--- config.mk ---
export PLATFORM = sky130hd
export DESIGN_NAME = dxt_block_decoder
export DESIGN_NICKNAME = d
export VERILOG_FILES = /design/src/sv/dxtbd_pkg.sv /design/src/sv/dxtbd_front.sv /design/src/sv/dxtbd_back.sv /design/src/sv/dxt_block_decoder.sv
export SDC_FILE = /design/constraint.sdc
export NUM_CORES = 1
export LEC_CHECK = 0
export ABC_AREA = 0
export BUFFER_PORTS_ARGS = -buffer_cell sky130_fd_sc_hd__buf_2
export CAP_MARGIN = 30
export CORE_ASPECT_RATIO = 0.8
export CORE_MARGIN = 2
export CORE_UTILIZATION = 44
export CTS_CLUSTER_DIAMETER = 120
export DETAILED_ROUTE_END_ITERATION = 16
export MAX_ROUTING_LAYER = met4
export PLACE_DENSITY = 0.66
export SLEW_MARGIN = 20
export SYNTH_ARGS = -nofsm -noshare
export SYNTH_HDL_FRONTEND = slang
export SYNTH_SLANG_ARGS = --single-unit
--- constraint.sdc ---
create_clock -name clk -period 7.78 [get_ports clk]
set_input_delay 1.167 -clock clk [delete_from_list [all_inputs] [get_ports clk]]
set_output_delay 1.167 -clock clk [all_outputs]
set_load 0.005 [all_outputs]
--- src/sv/dxtbd_pkg.sv ---
// ----------------------------------------------------------------------------
// dxtbd_pkg
// Shared types and constants of the DXT block decoder.
// ----------------------------------------------------------------------------
package dxtbd_pkg;

  // block_format codes; the unused code decodes as color only
  localparam logic [1:0] FMT_COLOR    = 2'd0;
  localparam logic [1:0] FMT_EXPLICIT = 2'd1;
  localparam logic [1:0] FMT_INTERP   = 2'd2;

  localparam int BQ_DEPTH    = 2;  // block queue between front and back
  localparam int OFIFO_DEPTH = 4;  // result queue

  // one classified block, channels ordered {r, g, b}
  typedef struct packed {
    logic [1:0]            fmt;
    logic                  four_color;   // endpoint0 > endpoint1
    logic                  alpha_seven;  // alpha0 > alpha1
    logic [2:0][7:0]       c0;
    logic [2:0][7:0]       c1;
    logic [31:0]           cidx;
    logic [63:0]           ablk;
  } blk_t;

endpackage

--- src/sv/dxtbd_front.sv ---
// ----------------------------------------------------------------------------
// dxtbd_front
// Accepts compressed blocks, widens endpoints, classifies palette modes and
// holds the result in a short block queue for the back end.
// ----------------------------------------------------------------------------
module dxtbd_front import dxtbd_pkg::*; (
  input  logic        clk,
  input  logic        rst_n,
  input  logic [1:0]  block_format,
  input  logic        push,
  output logic        full,
  input  logic [63:0] in_color_block,
  input  logic [63:0] in_alpha_block,
  output logic        head_valid,
  output blk_t        head,
  input  logic        head_pop
);

  blk_t                      q_r [BQ_DEPTH];
  logic [$clog2(BQ_DEPTH)-1:0] wr_ptr_r, rd_ptr_r;
  logic [$clog2(BQ_DEPTH):0]   cnt_r;
  blk_t                      cls;
  logic                      wr_en, rd_en;
  logic [15:0]               e0, e1;

  assign e0 = in_color_block[15:0];
  assign e1 = in_color_block[31:16];

  always_comb begin
    cls.fmt         = (block_format == FMT_EXPLICIT || block_format == FMT_INTERP) ?
                      block_format : FMT_COLOR;
    cls.four_color  = e0 > e1;
    cls.alpha_seven = in_alpha_block[7:0] > in_alpha_block[15:8];
    cls.c0[2]       = {e0[15:11], 3'b000};
    cls.c0[1]       = {e0[10:5], 2'b00};
    cls.c0[0]       = {e0[4:0], 3'b000};
    cls.c1[2]       = {e1[15:11], 3'b000};
    cls.c1[1]       = {e1[10:5], 2'b00};
    cls.c1[0]       = {e1[4:0], 3'b000};
    cls.cidx        = in_color_block[63:32];
    cls.ablk        = in_alpha_block;
  end

  assign full       = cnt_r == ($clog2(BQ_DEPTH)+1)'(BQ_DEPTH);
  assign head_valid = cnt_r != '0;
  assign head       = q_r[rd_ptr_r];
  assign wr_en      = push && !full;
  assign rd_en      = head_pop && head_valid;

  always_ff @(posedge clk) begin
    if (!rst_n) begin
      wr_ptr_r <= '0;
      rd_ptr_r <= '0;
      cnt_r    <= '0;
    end else begin
      if (wr_en) wr_ptr_r <= wr_ptr_r + 1'b1;
      if (rd_en) rd_ptr_r <= rd_ptr_r + 1'b1;
      if (wr_en && !rd_en) cnt_r <= cnt_r + 1'b1;
      else if (rd_en && !wr_en) cnt_r <= cnt_r - 1'b1;
    end
  end

  always_ff @(posedge clk) begin
    if (wr_en) q_r[wr_ptr_r] <= cls;
  end

endmodule

--- src/sv/dxtbd_back.sv ---
// ----------------------------------------------------------------------------
// dxtbd_back
// Walks the 16 pixels of the head block: selects palette weights, divides
// by the palette constant and queues pixels for the result port.
// ----------------------------------------------------------------------------
module dxtbd_back import dxtbd_pkg::*; (
  input  logic        clk,
  input  logic        rst_n,
  input  logic        head_valid,
  input  blk_t        head,
  output logic        head_pop,
  output logic        empty,
  input  logic        pop,
  output logic [31:0] out_pixel_argb,
  output logic [1:0]  out_pixel_row,
  output logic [1:0]  out_pixel_col,
  output logic        out_last_pixel
);

  typedef enum logic [1:0] {CD_ONE, CD_TWO, CD_THREE} cdiv_t;
  typedef enum logic [1:0] {AD_ONE, AD_FIVE, AD_SEVEN} adiv_t;

  typedef struct packed {
    logic [31:0] argb;
    logic [1:0]  row;
    logic [1:0]  col;
    logic        last;
  } opix_t;

  localparam int OPW = $clog2(OFIFO_DEPTH);

  // reciprocals scaled by 2^14, exact for the numerator ranges used here
  localparam logic [12:0] RCP3 = 13'd5462;
  localparam logic [11:0] RCP5 = 12'd3277;
  localparam logic [11:0] RCP7 = 12'd2341;

  logic [3:0]        pix_r;
  logic              issue;
  logic [1:0]        ci;
  logic [2:0]        ai;
  logic [3:0]        nib;
  logic [2:0][9:0]   cnum;
  cdiv_t             cdiv;
  logic [10:0]       anum;
  adiv_t             adiv;
  logic [2:0]        wa, wb;

  logic              s1_v_r;
  logic [2:0][9:0]   s1_cnum_r;
  cdiv_t             s1_cdiv_r;
  logic [10:0]       s1_anum_r;
  adiv_t             s1_adiv_r;
  logic [3:0]        s1_pix_r;

  logic [2:0][7:0]   cq;
  logic [7:0]        aq;
  logic [22:0]       cprod [3];
  logic [22:0]       aprod;
  opix_t             wpix;

  opix_t             of_r [OFIFO_DEPTH];
  logic [OPW-1:0]    of_wr_r, of_rd_r;
  logic [OPW:0]      of_cnt_r;
  logic              of_rd;

  // room for the pixel in flight and the new one
  assign issue    = head_valid &&
                    ((of_cnt_r + (OPW+1)'(s1_v_r)) < (OPW+1)'(OFIFO_DEPTH));
  assign head_pop = issue && (pix_r == 4'd15);

  assign ci  = head.cidx[{pix_r, 1'b0} +: 2];
  assign ai  = head.ablk[16 + 3 * pix_r +: 3];
  assign nib = head.ablk[{pix_r, 2'b00} +: 4];

  always_comb begin
    cdiv = CD_ONE;
    for (int k = 0; k < 3; k++) begin
      case (ci)
        2'd0: cnum[k] = {2'b00, head.c0[k]};
        2'd1: cnum[k] = {2'b00, head.c1[k]};
        2'd2: cnum[k] = head.four_color ?
                        {1'b0, head.c0[k], 1'b0} + {2'b00, head.c1[k]} :
                        {2'b00, head.c0[k]} + {2'b00, head.c1[k]};
        2'd3: cnum[k] = head.four_color ?
                        {2'b00, head.c0[k]} + {1'b0, head.c1[k], 1'b0} : '0;
        default: cnum[k] = '0;
      endcase
    end
    if (ci == 2'd2) cdiv = head.four_color ? CD_THREE : CD_TWO;
    else if (ci == 2'd3 && head.four_color) cdiv = CD_THREE;
  end

  // alpha: explicit nibble, or palette entries 2..7 = (w0*a0 + w1*a1) / 7, or 2..5 / 5 with 6 = 0, 7 = 255
  always_comb begin
    wa   = '0;
    wb   = '0;
    adiv = AD_ONE;
    anum = '0;
    case (head.fmt)
      FMT_EXPLICIT: anum = {3'b000, nib, nib};
      FMT_INTERP: begin
        if (ai == 3'd0) anum = {3'b000, head.ablk[7:0]};
        else if (ai == 3'd1) anum = {3'b000, head.ablk[15:8]};
        else if (head.alpha_seven) begin
          wa   = 3'(4'd8 - {1'b0, ai});
          wb   = ai - 3'd1;
          adiv = AD_SEVEN;
          anum = 11'(wa * head.ablk[7:0]) + 11'(wb * head.ablk[15:8]);
        end else if (ai == 3'd6) anum = '0;
        else if (ai == 3'd7) anum = 11'd255;
        else begin
          wa   = 3'(4'd6 - {1'b0, ai});
          wb   = ai - 3'd1;
          adiv = AD_FIVE;
          anum = 11'(wa * head.ablk[7:0]) + 11'(wb * head.ablk[15:8]);
        end
      end
      default: anum = (!head.four_color && ci == 2'd3) ? 11'd0 : 11'd255;
    endcase
  end

  always_ff @(posedge clk) begin
    if (!rst_n) begin
      pix_r  <= '0;
      s1_v_r <= 1'b0;
    end else begin
      s1_v_r <= issue;
      if (issue) pix_r <= pix_r + 4'd1;
    end
  end

  always_ff @(posedge clk) begin
    if (issue) begin
      s1_cnum_r <= cnum;
      s1_cdiv_r <= cdiv;
      s1_anum_r <= anum;
      s1_adiv_r <= adiv;
      s1_pix_r  <= pix_r;
    end
  end

  // constant division by reciprocal multiply
  always_comb begin
    for (int k = 0; k < 3; k++) begin
      cprod[k] = 23'(s1_cnum_r[k]) * 23'(RCP3);
      case (s1_cdiv_r)
        CD_TWO:   cq[k] = s1_cnum_r[k][8:1];
        CD_THREE: cq[k] = cprod[k][21:14];
        default:  cq[k] = s1_cnum_r[k][7:0];
      endcase
    end
    aprod = 23'(s1_anum_r) * ((s1_adiv_r == AD_SEVEN) ? 23'(RCP7) : 23'(RCP5));
    case (s1_adiv_r)
      AD_FIVE, AD_SEVEN: aq = aprod[21:14];
      default:           aq = s1_anum_r[7:0];
    endcase
    wpix.argb = {aq, cq[2], cq[1], cq[0]};
    wpix.row  = s1_pix_r[3:2];
    wpix.col  = s1_pix_r[1:0];
    wpix.last = s1_pix_r == 4'd15;
  end

  assign empty = of_cnt_r == '0;
  assign of_rd = pop && !empty;

  always_ff @(posedge clk) begin
    if (!rst_n) begin
      of_wr_r  <= '0;
      of_rd_r  <= '0;
      of_cnt_r <= '0;
    end else begin
      if (s1_v_r) of_wr_r <= of_wr_r + 1'b1;
      if (of_rd) of_rd_r <= of_rd_r + 1'b1;
      if (s1_v_r && !of_rd) of_cnt_r <= of_cnt_r + 1'b1;
      else if (of_rd && !s1_v_r) of_cnt_r <= of_cnt_r - 1'b1;
    end
  end

  always_ff @(posedge clk) begin
    if (s1_v_r) of_r[of_wr_r] <= wpix;
  end

  assign out_pixel_argb = of_r[of_rd_r].argb;
  assign out_pixel_row  = of_r[of_rd_r].row;
  assign out_pixel_col  = of_r[of_rd_r].col;
  assign out_last_pixel = of_r[of_rd_r].last;

endmodule

--- src/sv/dxt_block_decoder.sv ---
// ----------------------------------------------------------------------------
// dxt_block_decoder
// DXT1/DXT3/DXT5 4x4 block decoder: one compressed block in, 16 ARGB8888
// pixels out in row-major order.
//
//   channel   ports                                  handshake
//   input     in_color_block, in_alpha_block         push / full
//   result    out_pixel_argb/_row/_col/_last_pixel   empty / pop
//   config    cfg_wdata (block_format)               cfg_we
//
// Each block yields one pixel per cycle while the pixel queue has room, set by
// the back end's single pixel lane, via block queue, stage 1 and pixel queue.
// The 2-entry block queue holds the block in work plus one waiting, so a
// push is taken while the back end works.
// A stalled result port backs up a 4-deep pixel queue, then the block queue.
// Synchronous reset empties both queues and sets block_format to color only.
// ----------------------------------------------------------------------------
module dxt_block_decoder import dxtbd_pkg::*; (
  input  logic        clk,
  input  logic        rst_n,
  input  logic        cfg_we,
  input  logic [1:0]  cfg_wdata,
  input  logic        push,
  output logic        full,
  input  logic [63:0] in_color_block,
  input  logic [63:0] in_alpha_block,
  output logic        empty,
  input  logic        pop,
  output logic [31:0] out_pixel_argb,
  output logic [1:0]  out_pixel_row,
  output logic [1:0]  out_pixel_col,
  output logic        out_last_pixel
);

  logic [1:0] block_format_r;
  logic       head_valid;
  logic       head_pop;
  blk_t       head;

  always_ff @(posedge clk) begin
    if (!rst_n) begin
      block_format_r <= FMT_COLOR;
    end else if (cfg_we) begin
      block_format_r <= cfg_wdata;
    end
  end

  dxtbd_front u_front (
    .clk            (clk),
    .rst_n          (rst_n),
    .block_format   (block_format_r),
    .push           (push),
    .full           (full),
    .in_color_block (in_color_block),
    .in_alpha_block (in_alpha_block),
    .head_valid     (head_valid),
    .head           (head),
    .head_pop       (head_pop)
  );

  dxtbd_back u_back (
    .clk            (clk),
    .rst_n          (rst_n),
    .head_valid     (head_valid),
    .head           (head),
    .head_pop       (head_pop),
    .empty          (empty),
    .pop            (pop),
    .out_pixel_argb (out_pixel_argb),
    .out_pixel_row  (out_pixel_row),
    .out_pixel_col  (out_pixel_col),
    .out_last_pixel (out_last_pixel)
  );

endmodule

==> summary.txt <==
Yosys
  • Syn Area/Cell: 13.2 um^2
  • Top cells by count, synth: edfxtp_1, ha_1, inv_1, fa_1, nand2_1
  • Cell with the most instances after synthesis: edfxtp_1
  • Post-synthesis register bit count: 474
  • Mapped Cells: 2324
  • Mapped cell area: 30600 um^2
  • Ys flop type: edfxtp_1
  • Post-synth EDFFs: 453
  • Synth Warn #: 0
  • Sequential fraction of the synthesis area: 0.459
  • Dominant cells by area after synthesis: edfxtp_1, ha_1, fa_1
  • Post-synth cell types: 73
  • Post-synth top area cell: edfxtp_1
  • Post-synth top area share: 0.445
  • Async set or reset register ratio after synthesis: 0

Timing
  • Setup TNS: 0 ns
  • # setup viols final: 0
  • Slew Limit Fails: 0
  • Clock Skews: 0.0681 ns
  • Tmin final: 7.24 ns
  • Max-slew headroom: 0.404
  • Fin. Hold Viols: 0
  • RSZ-0062 raised after global routing: no
  • Highest clock rate: 138 MHz
  • Fin crit share: 0.931
  • Hold_ws: 0.532 ns
  • Worst-margin pin slew: 0.894 ns

Setup path
  • Crit path max fanout: 32
  • Crit path required time: 8.18 ns
  • CP Class: reg2reg
  • CP Capture Type: register
  • Startpoint kind of the worst setup timing path: register
  • Flop-to-flop setup slack: 0.54 ns
  • Critical path data arrival time: 7.64 ns

Floorplanning
  • Die width: 299 um
  • # IOs: 174
  • Die Span Y: 240 um
  • Die Area: 71600 um^2
  • # rows: 86
  • Initial Util: 0.445
  • Core Region: 68800 um^2

GRT
  • First-pass GRT wire length: 107000 um
  • Vias in the first global route: 19448
  • Gr usage total: 0.196
  • Pin count of the biggest net entering global routing: 101
  • Grt total ovfl: 0
  • Initial antenna violation count: 10

Route
  • Remaining DRCs: 0
  • Total Wirelength: 67000 um
  • Routed wire length per instance: 19.2 um
  • Via density per instance: 5.34
  • Routed Antenna Nets: 0
  • Detailed Routing Iterations Pass 1: 5
  • Vias post-DR: 18617
  • DRT iter0 DRCs: 1258

Clock tree
  • Post-CTS sizing: 0
  • # clock sinks: 474
  • Postcts setup bufs: 0
  • CTS buffer count: 49
  • CTS tree: done
  • Clk buf depth: 3
  • Clock latency at the later pin of the worst-skew pair: 0.63 ns
  • Root Driver: clkbuf_16
  • Hold-fix buffers, CTS: 0
  • H-tree lvl count: 2
  • Worst-path clk slew: 0.06 ns

Finish
  • Core Util, Final: 0.500
  • Layout cells sized above 1: 0.172
  • # nets final: 3129
  • Footprint of the multi-input gates: 15300 um^2
  • Layout fillers: 5852
  • Register Area: 14000 um^2
  • Area grow syn2layout: 12.4%

Outcome
  • Status: completed

Placement
  • IO Port Bufs: 173
  • Post-DP HPWL: 51100 um
  • Routability cong.: 0.894

Job
  • MaxCap Viol Count: 0

Hold path
  • Min-delay worst type: reg2reg
[layout by cell type (no fill, tap or decap), drive strengths merged, types with 77 or more instances in the layout]
master	n
inv	250
mux4	78
mux2i	77
ha	339
nor2	86
a21oi	95
fa	140
nand2	124
edfxtp	453
buf	203
[critical path: stages (launching register included)]
cell and delay [ns]:
dfxtp_4 0.68, buf_12 0.26, mux2i_1 0.14, mux4_2 0.50
o22ai_1 0.48, nor2_2 0.20, ha_1 0.43, buf_4 0.21
nand2b_1 0.17, fa_1 0.55, inv_1 0.05, ha_1 0.21
inv_1 0.07, fa_1 0.47, fa_1 0.56, inv_1 0.04
ha_1 0.32, nor2b_1 0.14, o21a_1 0.17, o21ai_0 0.33
a21oi_1 0.14, xnor2_1 0.16, o2111a_1 0.24, o221a_1 0.23
o31ai_1 0.23
[state kept, by name, indices dropped and copies added, names as in the netlist, named ones only]
register,flops
u_front.wr_ptr_r,1
u_back.s1_cnum_r,22
u_back.pix_r,4
u_back.of_wr_r,2
u_back.s1_pix_r,4
u_back.s1_adiv_r,2
u_back.of_cnt_r,3
u_back.s1_cdiv_r,2
u_back.s1_anum_r,11
u_back.s1_v_r,1
u_back.of_rd_r,2
u_front.cnt_r,2
u_front.rd_ptr_r,1
u_front.q_r,264
u_back.of_r,148
block_format_r,2
[cells by family (layout without fill, tap and decap cells)]
family,count (synthesis),in the layout,share of synthesized area
AO/OA/AOI/OAI,355,355,0.0769
XOR/XNOR,101,101,0.0289
adder cells (fa/ha/maj),479,479,0.230
buffers and inverters,326,544,0.0431
flip-flops,474,474,0.459
multiplexers,205,205,0.101
other,2,24,0.000246
AND/OR/NAND/NOR,382,382,0.0602
[stage by stage]
step                      cells  cell area (um^2)  setup WS, ns
after floorplan            2336             30600         0.406
after global placement     3381             32500         0.913
after detailed placement   3386             32600         0.660
after CTS                  3476             34300         0.621
after global routing       3488             34400         0.144
final                      3488             34400         0.540
[layout make-up]
cell class,instances,share of cell area
repair buffers,203,0.0358
clock buffers,58,0.0372
diodes,10,0.000728
clock inverters,32,0.0112
flip-flops and latches,474,0.408
well taps,924,0.0336
multi-input cells,1536,0.446
inverters,251,0.0274
[path summary, 6_finish.rpt]
| kind | from | endpoint | cells after the start |
|---|---|---|---|
| min | u_front.cnt_r[1]$_SDFFE_PN0P_ | u_front.cnt_r[1]$_SDFFE_PN0P_ | 2 |
| min reg2reg | u_front.cnt_r[1]$_SDFFE_PN0P_ | u_front.cnt_r[1]$_SDFFE_PN0P_ | 2 |
| max reg2reg | register | u_back.s1_anum_r[7]$_DFFE_PP_ | 24 |
| max | register | u_back.s1_anum_r[7]$_DFFE_PP_ | 24 |
[metal layers]
| metal | up-vias | share of wire | track usage |
|---|---|---|---|
| met5 | - | 0 | - |
| met3 | 66 | 0.055 | 0.0362 |
| met1 | 9255 | 0.48 | 0.279 |
| li1 | 8868 | - | - |
| met4 | 0 | 0.014 | 0.0375 |
| met2 | 428 | 0.45 | 0.294 |
Power is left out: the tool's default activity adds up to more than one toggle a clock period on the data nets, which glitch-free logic cannot reach.
